==> config.mk <==
export PLATFORM = sky130hd
export DESIGN_NAME = sntp_reply_time_decoder
export DESIGN_NICKNAME = d
export VERILOG_FILES = /design/src/rtl/sntp_pkg.sv /design/src/rtl/sntp_byte_parser.sv /design/src/rtl/sntp_date_pipe.sv /design/src/rtl/sntp_reply_time_decoder.sv
export SDC_FILE = /design/constraint.sdc
export NUM_CORES = 1
export LEC_CHECK = 0
export BUFFER_PORTS_ARGS = -buffer_cell sky130_fd_sc_hd__buf_2
export CORE_UTILIZATION = 55
export DETAILED_ROUTE_END_ITERATION = 7
export HOLD_SLACK_MARGIN = 0.03
export PLACE_DENSITY_LB_ADDON = 0.2
export SLEW_MARGIN = 20
export SYNTH_ARGS = -nofsm -noshare
export SYNTH_HDL_FRONTEND = slang
export SYNTH_SLANG_ARGS = --single-unit
==> constraint.sdc <==
create_clock -name clk -period 5.6 [get_ports clk]
set_clock_uncertainty 0.1 [all_clocks]
set_input_delay 0.56 -clock clk [delete_from_list [all_inputs] [get_ports clk]]
set_output_delay 0.56 -clock clk [all_outputs]
set_load 0.03 [all_outputs]
==> src/rtl/sntp_pkg.sv <==
// Shared types, constants and calendar tables for the SNTP reply time decoder.
package sntp_pkg;

  localparam int PACKET_BYTES = 48;
  localparam logic [5:0] POS_MAX = 6'd63;

  localparam logic [1:0] STATUS_OK    = 2'd0;
  localparam logic [1:0] STATUS_MODE  = 2'd1;
  localparam logic [1:0] STATUS_SHORT = 2'd2;
  localparam logic [1:0] STATUS_EARLY = 2'd3;

  localparam logic REG_EXPECTED_MODE  = 1'b0;
  localparam logic REG_SECONDS_OFFSET = 1'b1;

  localparam logic [2:0]  RESET_MODE   = 3'd4;
  localparam logic [5:0]  RESET_OFFSET = 6'd40;

  localparam logic [31:0] NTP_2013_SECONDS = 32'd3565987200;
  localparam logic [31:0] NTP_UNIX_SECONDS = 32'd2208988800;
  localparam logic [10:0] BASE_YEAR        = 11'd2013;

  // Reciprocals for the constant divisions, each exact over its input range.
  localparam logic [22:0] DAY_RECIP    = 23'd6362915;  // 2^32 / 675, rounded up
  localparam logic [12:0] HOUR_RECIP   = 13'd4661;     // 2^20 / 225, rounded up
  localparam logic [10:0] MINUTE_RECIP = 11'd1093;     // 2^14 / 15, rounded up
  localparam logic [13:0] WEEK_RECIP   = 14'd9363;     // 2^16 / 7, rounded up

  typedef struct packed {
    logic [1:0]  status;
    logic [31:0] secs;
  } stamp_t;

  // First day of year 2013 + idx, counted from 1 January 2013.
  function automatic logic [13:0] year_start(input logic [4:0] idx);
    logic [13:0] base;
    base = 14'(idx) * 14'd365;
    return base + 14'(idx >> 2);
  endfunction

  // Year 2013 + idx is a leap year when idx is 3 modulo 4 (2016 onward, to 2036).
  function automatic logic year_is_leap(input logic [4:0] idx);
    return idx[1:0] == 2'b11;
  endfunction

  // First day of month m within its year.
  function automatic logic [8:0] month_start(input logic [3:0] m, input logic leap);
    logic [8:0] d;
    case (m)
      4'd0:    d = 9'd0;
      4'd1:    d = 9'd31;
      4'd2:    d = 9'd59;
      4'd3:    d = 9'd90;
      4'd4:    d = 9'd120;
      4'd5:    d = 9'd151;
      4'd6:    d = 9'd181;
      4'd7:    d = 9'd212;
      4'd8:    d = 9'd243;
      4'd9:    d = 9'd273;
      4'd10:   d = 9'd304;
      4'd11:   d = 9'd334;
      default: d = 9'd0;
    endcase
    if (leap && m >= 4'd2) begin
      d = d + 9'd1;
    end
    return d;
  endfunction

endpackage

==> src/rtl/sntp_byte_parser.sv <==
// Byte parser: configuration registers, packet position, mode capture and seconds assembly.
module sntp_byte_parser
  import sntp_pkg::*;
(
  input  logic       clk,
  input  logic       rst,
  input  logic       cfg_write,
  input  logic       cfg_index,
  input  logic [5:0] cfg_data,
  input  logic       in_valid,
  output logic       in_ready,
  input  logic [7:0] data_byte,
  input  logic       last_byte,
  output logic       stamp_valid,
  input  logic       stamp_ready,
  output stamp_t     stamp
);

  logic [2:0]  expected_mode;
  logic [5:0]  seconds_offset;
  logic [5:0]  byte_position;
  logic [2:0]  mode_bits;
  logic [31:0] seconds_accumulator;

  logic        accept;
  logic [2:0]  mode_next;
  logic [31:0] seconds_next;
  logic [6:0]  offset_end;
  logic        take_byte;
  logic        too_short;
  logic [1:0]  status_next;

  assign in_ready = !stamp_valid || stamp_ready;
  assign accept   = in_valid && in_ready;

  always_comb begin
    offset_end   = {1'b0, seconds_offset} + 7'd3;
    mode_next    = (byte_position == 6'd0) ? data_byte[2:0] : mode_bits;
    take_byte    = (byte_position != POS_MAX) && (byte_position >= seconds_offset) &&
                   ({1'b0, byte_position} <= offset_end);
    seconds_next = take_byte ? {seconds_accumulator[23:0], data_byte} : seconds_accumulator;
    // An offset whose last seconds byte would land at or past the saturated
    // position can never be filled, so such a packet is always short.
    too_short    = (byte_position < 6'(PACKET_BYTES - 1)) ||
                   ({1'b0, byte_position} < offset_end) || (offset_end >= 7'd63);
    if (mode_next != expected_mode) begin
      status_next = STATUS_MODE;
    end else if (too_short) begin
      status_next = STATUS_SHORT;
    end else begin
      status_next = STATUS_OK;
    end
  end

  always_ff @(posedge clk) begin
    if (rst) begin
      expected_mode       <= RESET_MODE;
      seconds_offset      <= RESET_OFFSET;
      byte_position       <= 6'd0;
      mode_bits           <= 3'd0;
      seconds_accumulator <= 32'd0;
      stamp_valid         <= 1'b0;
    end else begin
      if (cfg_write) begin
        case (cfg_index)
          REG_EXPECTED_MODE:  expected_mode  <= cfg_data[2:0];
          REG_SECONDS_OFFSET: seconds_offset <= cfg_data;
          default:            ;
        endcase
      end
      if (accept) begin
        if (last_byte) begin
          byte_position       <= 6'd0;
          mode_bits           <= 3'd0;
          seconds_accumulator <= 32'd0;
        end else begin
          if (byte_position != POS_MAX) begin
            byte_position <= byte_position + 6'd1;
          end
          mode_bits           <= mode_next;
          seconds_accumulator <= seconds_next;
        end
      end
      if (in_ready) begin
        stamp_valid <= accept && last_byte;
      end
    end
  end

  always_ff @(posedge clk) begin
    if (accept && last_byte) begin
      stamp.status <= status_next;
      stamp.secs   <= seconds_next;
    end
  end

endmodule

==> src/rtl/sntp_date_pipe.sv <==
// Date pipeline: turns assembled NTP seconds into a UTC calendar date, time and Unix time.
module sntp_date_pipe
  import sntp_pkg::*;
(
  input  logic        clk,
  input  logic        rst,
  input  logic        stamp_valid,
  output logic        stamp_ready,
  input  stamp_t      stamp,
  output logic        out_valid,
  input  logic        out_ready,
  output logic [1:0]  status,
  output logic [10:0] year,
  output logic [3:0]  month,
  output logic [4:0]  day_of_month,
  output logic [2:0]  weekday,
  output logic [4:0]  hour,
  output logic [5:0]  minute,
  output logic [5:0]  second,
  output logic [30:0] unix_time
);

  // Valid bits and ready chain; a stage takes a new entry when empty or moving on.
  logic v2, v3, v4, v5, v6, v7;
  logic r2, r3, r4, r5, r6, r7, r8;

  assign r8          = !out_valid || out_ready;
  assign r7          = !v7 || r8;
  assign r6          = !v6 || r7;
  assign r5          = !v5 || r6;
  assign r4          = !v4 || r5;
  assign r3          = !v3 || r4;
  assign r2          = !v2 || r3;
  assign stamp_ready = r2;

  // Stage payloads.
  logic [1:0]  st2, st3, st4, st5, st6, st7;
  logic [30:0] unix2, unix3, unix4, unix5, unix6, unix7;
  logic [29:0] el2, el3;
  logic [45:0] prod3;
  logic [13:0] days4, days5;
  logic [16:0] tod4, tod5;
  logic [4:0]  hour5, hour6, hour7;
  logic [4:0]  yi5, yi6, yi7;
  logic [13:0] w5;
  logic [11:0] q5;
  logic [11:0] rs6, rs7;
  logic [8:0]  doy6;
  logic        leap6;
  logic [2:0]  wd6, wd7;
  logic [5:0]  minute7;
  logic [3:0]  month7;
  logic [4:0]  dom7;

  // Combinational values between stages.
  logic [32:0] early_diff;
  logic [31:0] unix_diff;
  logic [13:0] days_q;
  logic [22:0] day_rem;
  logic [25:0] hour_prod;
  logic [4:0]  yi_next;
  logic [13:0] w_next;
  logic [27:0] week_prod;
  logic [16:0] rs_diff;
  logic [13:0] doy_diff;
  logic [13:0] wd_diff;
  logic [19:0] minute_prod;
  logic [3:0]  month_next;
  logic [8:0]  dom_diff;
  logic [11:0] second_diff;

  always_comb begin
    early_diff = {1'b0, stamp.secs} - {1'b0, NTP_2013_SECONDS};
    unix_diff  = stamp.secs - NTP_UNIX_SECONDS;

    days_q  = prod3[45:32];
    day_rem = el3[29:7] - 23'(days_q) * 23'd675;

    hour_prod = 26'(tod4[16:4]) * 26'(HOUR_RECIP);
    yi_next   = 5'd0;
    for (int i = 1; i < 24; i++) begin
      if (days4 >= year_start(5'(i))) begin
        yi_next = 5'(i);
      end
    end
    w_next    = days4 + 14'd2;
    week_prod = 28'(w_next) * 28'(WEEK_RECIP);

    rs_diff  = tod5 - 17'(hour5) * 17'd3600;
    doy_diff = days5 - year_start(yi5);
    wd_diff  = w5 - 14'(q5) * 14'd7;

    minute_prod = 20'(rs6[11:2]) * 20'(MINUTE_RECIP);
    month_next  = 4'd0;
    for (int m = 1; m < 12; m++) begin
      if (doy6 >= month_start(4'(m), leap6)) begin
        month_next = 4'(m);
      end
    end
    dom_diff = doy6 - month_start(month_next, leap6) + 9'd1;

    second_diff = rs7 - 12'(minute7) * 12'd60;
  end

  always_ff @(posedge clk) begin
    if (rst) begin
      v2 <= 1'b0;
      v3 <= 1'b0;
      v4 <= 1'b0;
      v5 <= 1'b0;
      v6 <= 1'b0;
      v7 <= 1'b0;
      out_valid <= 1'b0;
    end else begin
      if (r2) v2 <= stamp_valid;
      if (r3) v3 <= v2;
      if (r4) v4 <= v3;
      if (r5) v5 <= v4;
      if (r6) v6 <= v5;
      if (r7) v7 <= v6;
      if (r8) out_valid <= v7;
    end
  end

  always_ff @(posedge clk) begin
    if (r2) begin
      // A borrow out of the subtraction means the timestamp is before 2013.
      st2   <= (stamp.status == STATUS_OK && early_diff[32]) ? STATUS_EARLY : stamp.status;
      el2   <= early_diff[29:0];
      unix2 <= unix_diff[30:0];
    end
    if (r3) begin
      st3   <= st2;
      el3   <= el2;
      unix3 <= unix2;
      prod3 <= 46'(el2[29:7]) * 46'(DAY_RECIP);
    end
    if (r4) begin
      st4   <= st3;
      unix4 <= unix3;
      days4 <= days_q;
      tod4  <= {day_rem[9:0], el3[6:0]};
    end
    if (r5) begin
      st5   <= st4;
      unix5 <= unix4;
      days5 <= days4;
      tod5  <= tod4;
      hour5 <= hour_prod[24:20];
      yi5   <= yi_next;
      w5    <= w_next;
      q5    <= week_prod[27:16];
    end
    if (r6) begin
      st6   <= st5;
      unix6 <= unix5;
      hour6 <= hour5;
      yi6   <= yi5;
      rs6   <= rs_diff[11:0];
      doy6  <= doy_diff[8:0];
      leap6 <= year_is_leap(yi5);
      wd6   <= wd_diff[2:0];
    end
    if (r7) begin
      st7     <= st6;
      unix7   <= unix6;
      hour7   <= hour6;
      yi7     <= yi6;
      wd7     <= wd6;
      rs7     <= rs6;
      minute7 <= minute_prod[19:14];
      month7  <= month_next;
      dom7    <= dom_diff[4:0];
    end
    if (r8) begin
      status <= st7;
      if (st7 == STATUS_OK) begin
        year         <= BASE_YEAR + 11'(yi7);
        month        <= month7;
        day_of_month <= dom7;
        weekday      <= wd7;
        hour         <= hour7;
        minute       <= minute7;
        second       <= second_diff[5:0];
        unix_time    <= unix7;
      end else begin
        year         <= 11'd0;
        month        <= 4'd0;
        day_of_month <= 5'd0;
        weekday      <= 3'd0;
        hour         <= 5'd0;
        minute       <= 6'd0;
        second       <= 6'd0;
        unix_time    <= 31'd0;
      end
    end
  end

endmodule

==> src/rtl/sntp_reply_time_decoder.sv <==
// Top level of the SNTP reply time decoder: byte parser followed by the date pipeline.
// Takes one packet byte per cycle while in_ready is high; a request that is not the last byte gives no result.
// A last byte gives its result through the parser's stamp register, the date stages and the output register.
// Throughput is one byte per cycle while out_ready keeps up; the six date stages and the output register stall on it.
// Synchronous reset clears position, mode, seconds and all valid bits, and loads
// expected mode 4 and seconds offset 40.
module sntp_reply_time_decoder
  import sntp_pkg::*;
(
  input  logic        clk,
  input  logic        rst,
  input  logic        cfg_write,
  input  logic        cfg_index,
  input  logic [5:0]  cfg_data,
  input  logic        in_valid,
  output logic        in_ready,
  input  logic [7:0]  data_byte,
  input  logic        last_byte,
  output logic        out_valid,
  input  logic        out_ready,
  output logic [1:0]  status,
  output logic [10:0] year,
  output logic [3:0]  month,
  output logic [4:0]  day_of_month,
  output logic [2:0]  weekday,
  output logic [4:0]  hour,
  output logic [5:0]  minute,
  output logic [5:0]  second,
  output logic [30:0] unix_time
);

  logic   stamp_valid;
  logic   stamp_ready;
  stamp_t stamp;

  sntp_byte_parser u_parser (
    .clk         (clk),
    .rst         (rst),
    .cfg_write   (cfg_write),
    .cfg_index   (cfg_index),
    .cfg_data    (cfg_data),
    .in_valid    (in_valid),
    .in_ready    (in_ready),
    .data_byte   (data_byte),
    .last_byte   (last_byte),
    .stamp_valid (stamp_valid),
    .stamp_ready (stamp_ready),
    .stamp       (stamp)
  );

  sntp_date_pipe u_date (
    .clk          (clk),
    .rst          (rst),
    .stamp_valid  (stamp_valid),
    .stamp_ready  (stamp_ready),
    .stamp        (stamp),
    .out_valid    (out_valid),
    .out_ready    (out_ready),
    .status       (status),
    .year         (year),
    .month        (month),
    .day_of_month (day_of_month),
    .weekday      (weekday),
    .hour         (hour),
    .minute       (minute),
    .second       (second),
    .unix_time    (unix_time)
  );

  // With the output register empty the whole pipeline can move, so bytes are taken.
  a_ready_when_drained: assert property (@(posedge clk) disable iff (rst)
    !out_valid |-> in_ready)
    else $error("input stalled while the output register is empty");

  a_failed_fields_zero: assert property (@(posedge clk) disable iff (rst)
    out_valid && status != STATUS_OK |->
      year == 11'd0 && day_of_month == 5'd0 && unix_time == 31'd0 && hour == 5'd0)
    else $error("failed request carries nonzero date fields");

  a_date_in_range: assert property (@(posedge clk) disable iff (rst)
    out_valid && status == STATUS_OK |->
      year >= 11'd2013 && year <= 11'd2036 && month < 4'd12 && day_of_month != 5'd0 &&
      weekday < 3'd7)
    else $error("calendar date out of range");

  a_time_in_range: assert property (@(posedge clk) disable iff (rst)
    out_valid && status == STATUS_OK |->
      hour < 5'd24 && minute < 6'd60 && second < 6'd60)
    else $error("time of day out of range");

endmodule
# ---- After elaboration in Yosys (flattened, before gate mapping)
# Memory sizes are Yosys's and may differ from the RTL's.
# Index checks and enable logic that the tools add are counted.
dict set report word_totals {
  regBits 602
  mem_bits_ro 144
  in_bits 21
  n_memories 1
}
# memory words width read_ports rd_ports_with_merged_regs write_ports line_no
set mem_list {}
lappend mem_list {{(name not given)} 16 9 1 0 0 sntp_pkg.sv:48} ;# case (m)
dict set report classes {
  add_sub_neg 15
  multipliers 9
  n_lt_le_gt_ge 40
  eq_ne 3
  muxes 51
  n_bitwise 1
  n_reduce_logical 34
}
# cell count
set ops {}
lappend ops {{$ge 14x13->1 const B} 11}
lappend ops {{$ge 14x12->1 const B} 6}
lappend ops {{$mux 5} 15}
lappend ops {{$mux 32} 2}
lappend ops {{$mul 23x23->46 const B} 1}
lappend ops {{$ge 14x11->1 const B} 3}
lappend ops {{$ge 9x8->1} 4}
lappend ops {{$mux 3} 12}
lappend ops {{$sub 32x32->33 const B} 1}
lappend ops {{$sub 31x26->31 const B} 1}
lappend ops {{$mul 14x14->28 const B} 1}
lappend ops {{$ge 9x9->1} 3}
lappend ops {{$mul 13x13->25 const B} 1}
lappend ops {{$mul 10x11->20 const B} 1}
lappend ops {{$mux 4} 5}
lappend ops {{$ge 9x7->1} 2}
lappend ops {{$add 14x2->14 const B} 1}
lappend ops {{$ge 14x10->1 const B} 1}
lappend ops {{$ge 14x14->1 const B} 1}
lappend ops {{$ge 14x9->1 const B} 1}
lappend ops {{$mul 14x10->10 const B} 1}
lappend ops {{$mux 2} 7}
lappend ops {{$mul 12x3->3 const B} 1}
lappend ops {{$mux 6} 2}
lappend ops {{other kinds (37)} 69}

# ---- Logic depth before layout (Yosys ltp)
dict set report depth {
  word_depth 23
  ltp_mapped 25
  depth_no_buf 25
}

# ---- Modules after synthesis
# A second synthesis with hierarchy kept.
dict set report hier_totals {
  cells_unflattened 2906
  area_unflattened_um2 35665.5
}
# mod instances cells_each area_per_inst_um2 seq_area_each_um2
set modules_own_cells {}
lappend modules_own_cells {sntp_date_pipe 1 2560 31699.2 12872.3}
lappend modules_own_cells {sntp_byte_parser 1 346 3966.3 2042.0}

# ---- Least setup slack after synthesis
# OpenSTA, ideal clock, no wires.
dict set report synth_path {
  path_kind {register -> register}
  from {register u_date.el2[16]}
  to {register u_date.prod3[45] (data pin)}
  setup_ns 0.260
  arrival_ns 5.741
  required_time_ns 5.240
  slack_ns -0.500
  path_stages_with_launch 22
  path_buffers 0
  period_less_slack_ns 6.100
  cell_sequence {edfxtp_1 fa_1 ha_1 inv_1 fa_1 fa_1 inv_1 fa_1 fa_1 inv_1 fa_1 inv_1 ha_1 a21oi_1 o21ai_0 a22oi_1 o21ai_1 o21a_1 or2_4 a2111o_1 a31oi_2 xnor2_1}
}
dict set report synth_via {
  elab_chain_cells 1
}
# item line_no
set synth_rtl {}
lappend synth_rtl {{start, declared} sntp_date_pipe.sv:39} ;# logic [29:0] el2, el3;
lappend synth_rtl {{start signal, assigned} sntp_date_pipe.sv:129} ;# el2 <= early_diff[29:0];
lappend synth_rtl {{$mul 23x23->46} sntp_date_pipe.sv:136} ;# prod3 <= 46'(el2[29:7]) * 46'(DAY_RECIP);
lappend synth_rtl {{end signal, assigned} sntp_date_pipe.sv:136}
lappend synth_rtl {{end, declared} sntp_date_pipe.sv:40} ;# logic [45:0] prod3;
# Every way passes these cells.
# A chain may end at the register's enable or synchronous reset.

# ---- Worst setup path in the final report
dict set report layout_path {
  from {register u_date.el2[18]}
  to {register u_date.prod3[45] (data pin)}
}
# Same word-level chain as after synthesis.

==> metrics.cfg <==
[sta]
timing.final.ws_setup_ps=-363
timing.slew.headroom_pct=34.6
rsz0062_at_grt=yes
max_clock_freq_mhz=168
final-setup-viol-count=14
finalHoldViolations=0
final_max_slew_viol_count=0
finalCritPeriodShare_pct=106
min_period_ps=5960
worstMarginPinSlew_ps=975

[synth]
synth.distinct_cells=81
dominantRegCellSynth=sky130_fd_sc_hd__edfxtp_1
synthesis.area_per_instance_um2=12.4
post_synth_inst_count=2818
postSynthNetCount=3638
synthArstFlopShare_pct=0
seq_area_frac_synth_pct=42.6
synth-edff-count=458
synth-warning-count=0
syn_area_um2=35000
synth_top_cells_by_area=sky130_fd_sc_hd__edfxtp_1, sky130_fd_sc_hd__ha_1, sky130_fd_sc_hd__fa_1
synth_largest_type_area_fraction_pct=39.3
ys_seq_elements=516
post-synth-top-area-cell=sky130_fd_sc_hd__edfxtp_1

[layout]
filler_cell_count=4783
antenna_cells_inserted=0
final_cell_area_um2=40000
design.final.nets=3902
final_util_pct=63.5
mostFrequentLayoutCell=sky130_fd_sc_hd__ha_1
commonest_cells_after_routing_fill_and_taps_aside=sky130_fd_sc_hd__ha_1, sky130_fd_sc_hd__inv_1, sky130_fd_sc_hd__edfxtp_1
layout_cell_share_with_drive_strength_beyond_1_pct=16.0
syn_to_final_growth_pct=14.4

[grt]
grt_max_degree=68
first_global_vias=21800
wire_length_of_the_first_global_routing_pass_um=110000
globalRouteTotalUtil_pct=21.5
overflow=0
antenna_violations_before_repair=0

[critical_path]
worstPathMaxFanout=3
critPathTopFamily=adder cells
startpoint_type=register
timing.critical_path.arrival_ps=6210
path_buf_inv=5
timing.critical_path.mode_cell=sky130_fd_sc_hd__fa_1
timing.critical_path.slowest_cell_delay_ps=510
cp-end-kind=register
worst-endpoint-required_ps=5850
crit_path_top_delay_cell=sky130_fd_sc_hd__fa_1
crit_chain=buf_4, fa_2, ha_4, inv_2, fa_1, inv_1, fa_1, fa_1, fa_1, inv_1, fa_1, inv_2, ha_4, a21oi_2, o21ai_1, a22oi_2, o21ai_2, o21a_1, or2_4, a2111o_1, a31oi_2, xnor2_1
setup.worst_path.class=reg2reg

[floorplan]
design.die.area_um2=64600
floorplan.initialDensity_pct=55.5
floorplan.die.height_um=254
io_pins=96
fp.coreArea_um2=63000
die_width_um=254
rows=92

[status]
failed_checks=setup timing
run_status=finished with violations

[clock_tree]
cts-buffers-inserted=52
cts_tree=yes
bufs_on_longest_clock_path=3
clock-root-buffer=sky130_fd_sc_hd__clkbuf_16
cts.htree.levels=2
post_cts_hold_buffer_count=0
clock_sink_count=516
clk-insertion-delay-late_ps=600
clkTransAtPathRegs_ps=60

[drt]
detail_route.vias_per_cell=5.27
detailedRoute.firstPassIterationCount=5
vias=20900
first_iter_violations=891
detail_route.wl_per_cell_um=16.9
route.final.wire_length_um=67000
route.detailed.drc=0
ant_nets=0

[place]
hpwlAfterDp_um=53100
detailedPlace.worstSlack_ps=-678
port-buffer-count=95
post_dp_cell_area_um2=37400
gpl.final_weighted_congestion=0.913

[worst_hold_path]
class_of_the_most_critical_hold_timing_path=in2reg

[flow_run]
maxCapViolCount=0

-- final cells by class --
type | instances | area (um2) | area share, %
Multi-Input combinational cell | 1745 | 18600 | 46.5
Sequential cell | 516 | 14900 | 37.3
Timing Repair Buffer | 274 | 1880 | 4.69
Inverter | 493 | 1850 | 4.63
Clock buffer | 66 | 1380 | 3.44
Tap cell | 846 | 1060 | 2.65
Clock inverter | 32 | 337 | 0.841
-- metrics by stage --
step	instances	TNS [ps]	hold WS, ps
2_1_floorplan	2818	-989	300
4_1_cts	3959	-3300	54.8
5_1_grt	3972	-6100	76.4
6_report	3972	-3590	90.2
3_3_place_gp	3841	-4760	302
3_5_place_dp	3841	-5880	305
-- layer usage --
| metal | vias up | wire length (um) | track usage (%) |
|---|---|---|---|
| met3 | 75 | 2170 | 2.51 |
| met5 | - | 0 | 0 |
| met1 | 10300 | 30000 | 28.4 |
| li1 | 10200 | - | - |
| met2 | 323 | 33800 | 37.9 |
| met4 | 0 | 1100 | 4.84 |
-- flip-flops by register name, indices dropped and copies added, names as in the netlist, 7 cells and up --
name and count:
u_date.unix4 24, u_date.year 7, u_date.doy6 9, u_parser.seconds_accumulator 32, u_date.unix7 27, u_date.days5 8, u_date.unix2 23, u_date.prod3 15
u_date.days4 14, u_date.tod5 12, u_date.unix_time 31, u_date.tod4 17, u_date.unix5 24, u_date.unix6 27, u_date.rs6 12, u_date.el3 16
u_parser.stamp 34, u_date.unix3 23, u_date.el2 30
-- cell families (layout without fill, tap and decap cells) --
kind of cell / Yosys count / after routing / synth area share, %
AOI/OAI and AO/OA: 335 / 335 / 6.54
xor gates and xnor gates: 152 / 152 / 3.81
adders and majority gates: 800 / 800 / 33.7
buffers and inverters: 557 / 865 / 6.13
DFF: 516 / 516 / 42.6
muxes: 38 / 38 / 1.21
and+or+nand+nor: 420 / 420 / 6.01
-- worst reg2reg max path, stage by stage (launching register included) --
cell                       delay (ps)
sky130_fd_sc_hd__edfxtp_1         400
sky130_fd_sc_hd__buf_4            160
sky130_fd_sc_hd__fa_2             400
sky130_fd_sc_hd__ha_4             270
sky130_fd_sc_hd__inv_2             40
sky130_fd_sc_hd__fa_1             490
sky130_fd_sc_hd__inv_1             50
sky130_fd_sc_hd__fa_1             500
sky130_fd_sc_hd__fa_1             440
sky130_fd_sc_hd__fa_1             490
sky130_fd_sc_hd__inv_1             50
sky130_fd_sc_hd__fa_1             510
sky130_fd_sc_hd__inv_2             50
sky130_fd_sc_hd__ha_4             220
sky130_fd_sc_hd__a21oi_2          120
sky130_fd_sc_hd__o21ai_1           90
sky130_fd_sc_hd__a22oi_2          170
sky130_fd_sc_hd__o21ai_2           80
sky130_fd_sc_hd__o21a_1           190
sky130_fd_sc_hd__or2_4            240
sky130_fd_sc_hd__a2111o_1         390
sky130_fd_sc_hd__a31oi_2          150
sky130_fd_sc_hd__xnor2_1           80
-- synthesized netlist by cell type (all sizes together) (4+ instances only) --
| cell type | instances |
|---|---|
| a211o | 8 |
| nor4b | 5 |
| o311ai | 4 |
| nor4 | 7 |
| nor2 | 119 |
| mux2i | 5 |
| fa | 235 |
| o41ai | 4 |
| xnor2 | 105 |
| o31ai | 6 |
| a21o | 30 |
| ha | 564 |
| and2 | 63 |
| a21oi | 86 |
| or2 | 4 |
| nor2b | 15 |
| a22o | 33 |
| nor3 | 33 |
| nand3 | 31 |
| inv | 493 |
| a31oi | 10 |
| o21a | 16 |
| mux2 | 33 |
| dfxtp | 58 |
| buf | 28 |
| or3 | 6 |
| and3 | 13 |
| o31a | 4 |
| o211ai | 8 |
| edfxtp | 458 |
| o21ai | 62 |
| a211oi | 12 |
| nand2 | 87 |
| nand4 | 9 |
| o2111ai | 4 |
| o21bai | 14 |
| clkbuf | 36 |
| xor2 | 47 |
| a22oi | 4 |
| nand2b | 14 |
-- what timing repair did --
action                     in CTS  in global routing
pin swaps                      67                 24
buffers inserted               22                 14
setup endpoints to repair      14                 17
resized for setup              68                 33
-- worst paths after layout --
| check | depth (start not counted) | slack, ps | end | start |
|---|---|---|---|---|
| hold / removal | 2 | 90 | u_parser.seconds_accumulator[4] | data_byte[4] |
| setup reg to reg | 22 | -360 | u_date.prod3[45] | u_date.el2[18] |
| hold reg to reg | 0 | 300 | u_date.unix3[19] | u_date.unix2[19] |
| setup / recovery | 22 | -360 | u_date.prod3[45] | u_date.el2[18] |
Power is not shown: default switching activity piles up to over one toggle a cycle in this logic, so the estimate is an artifact.
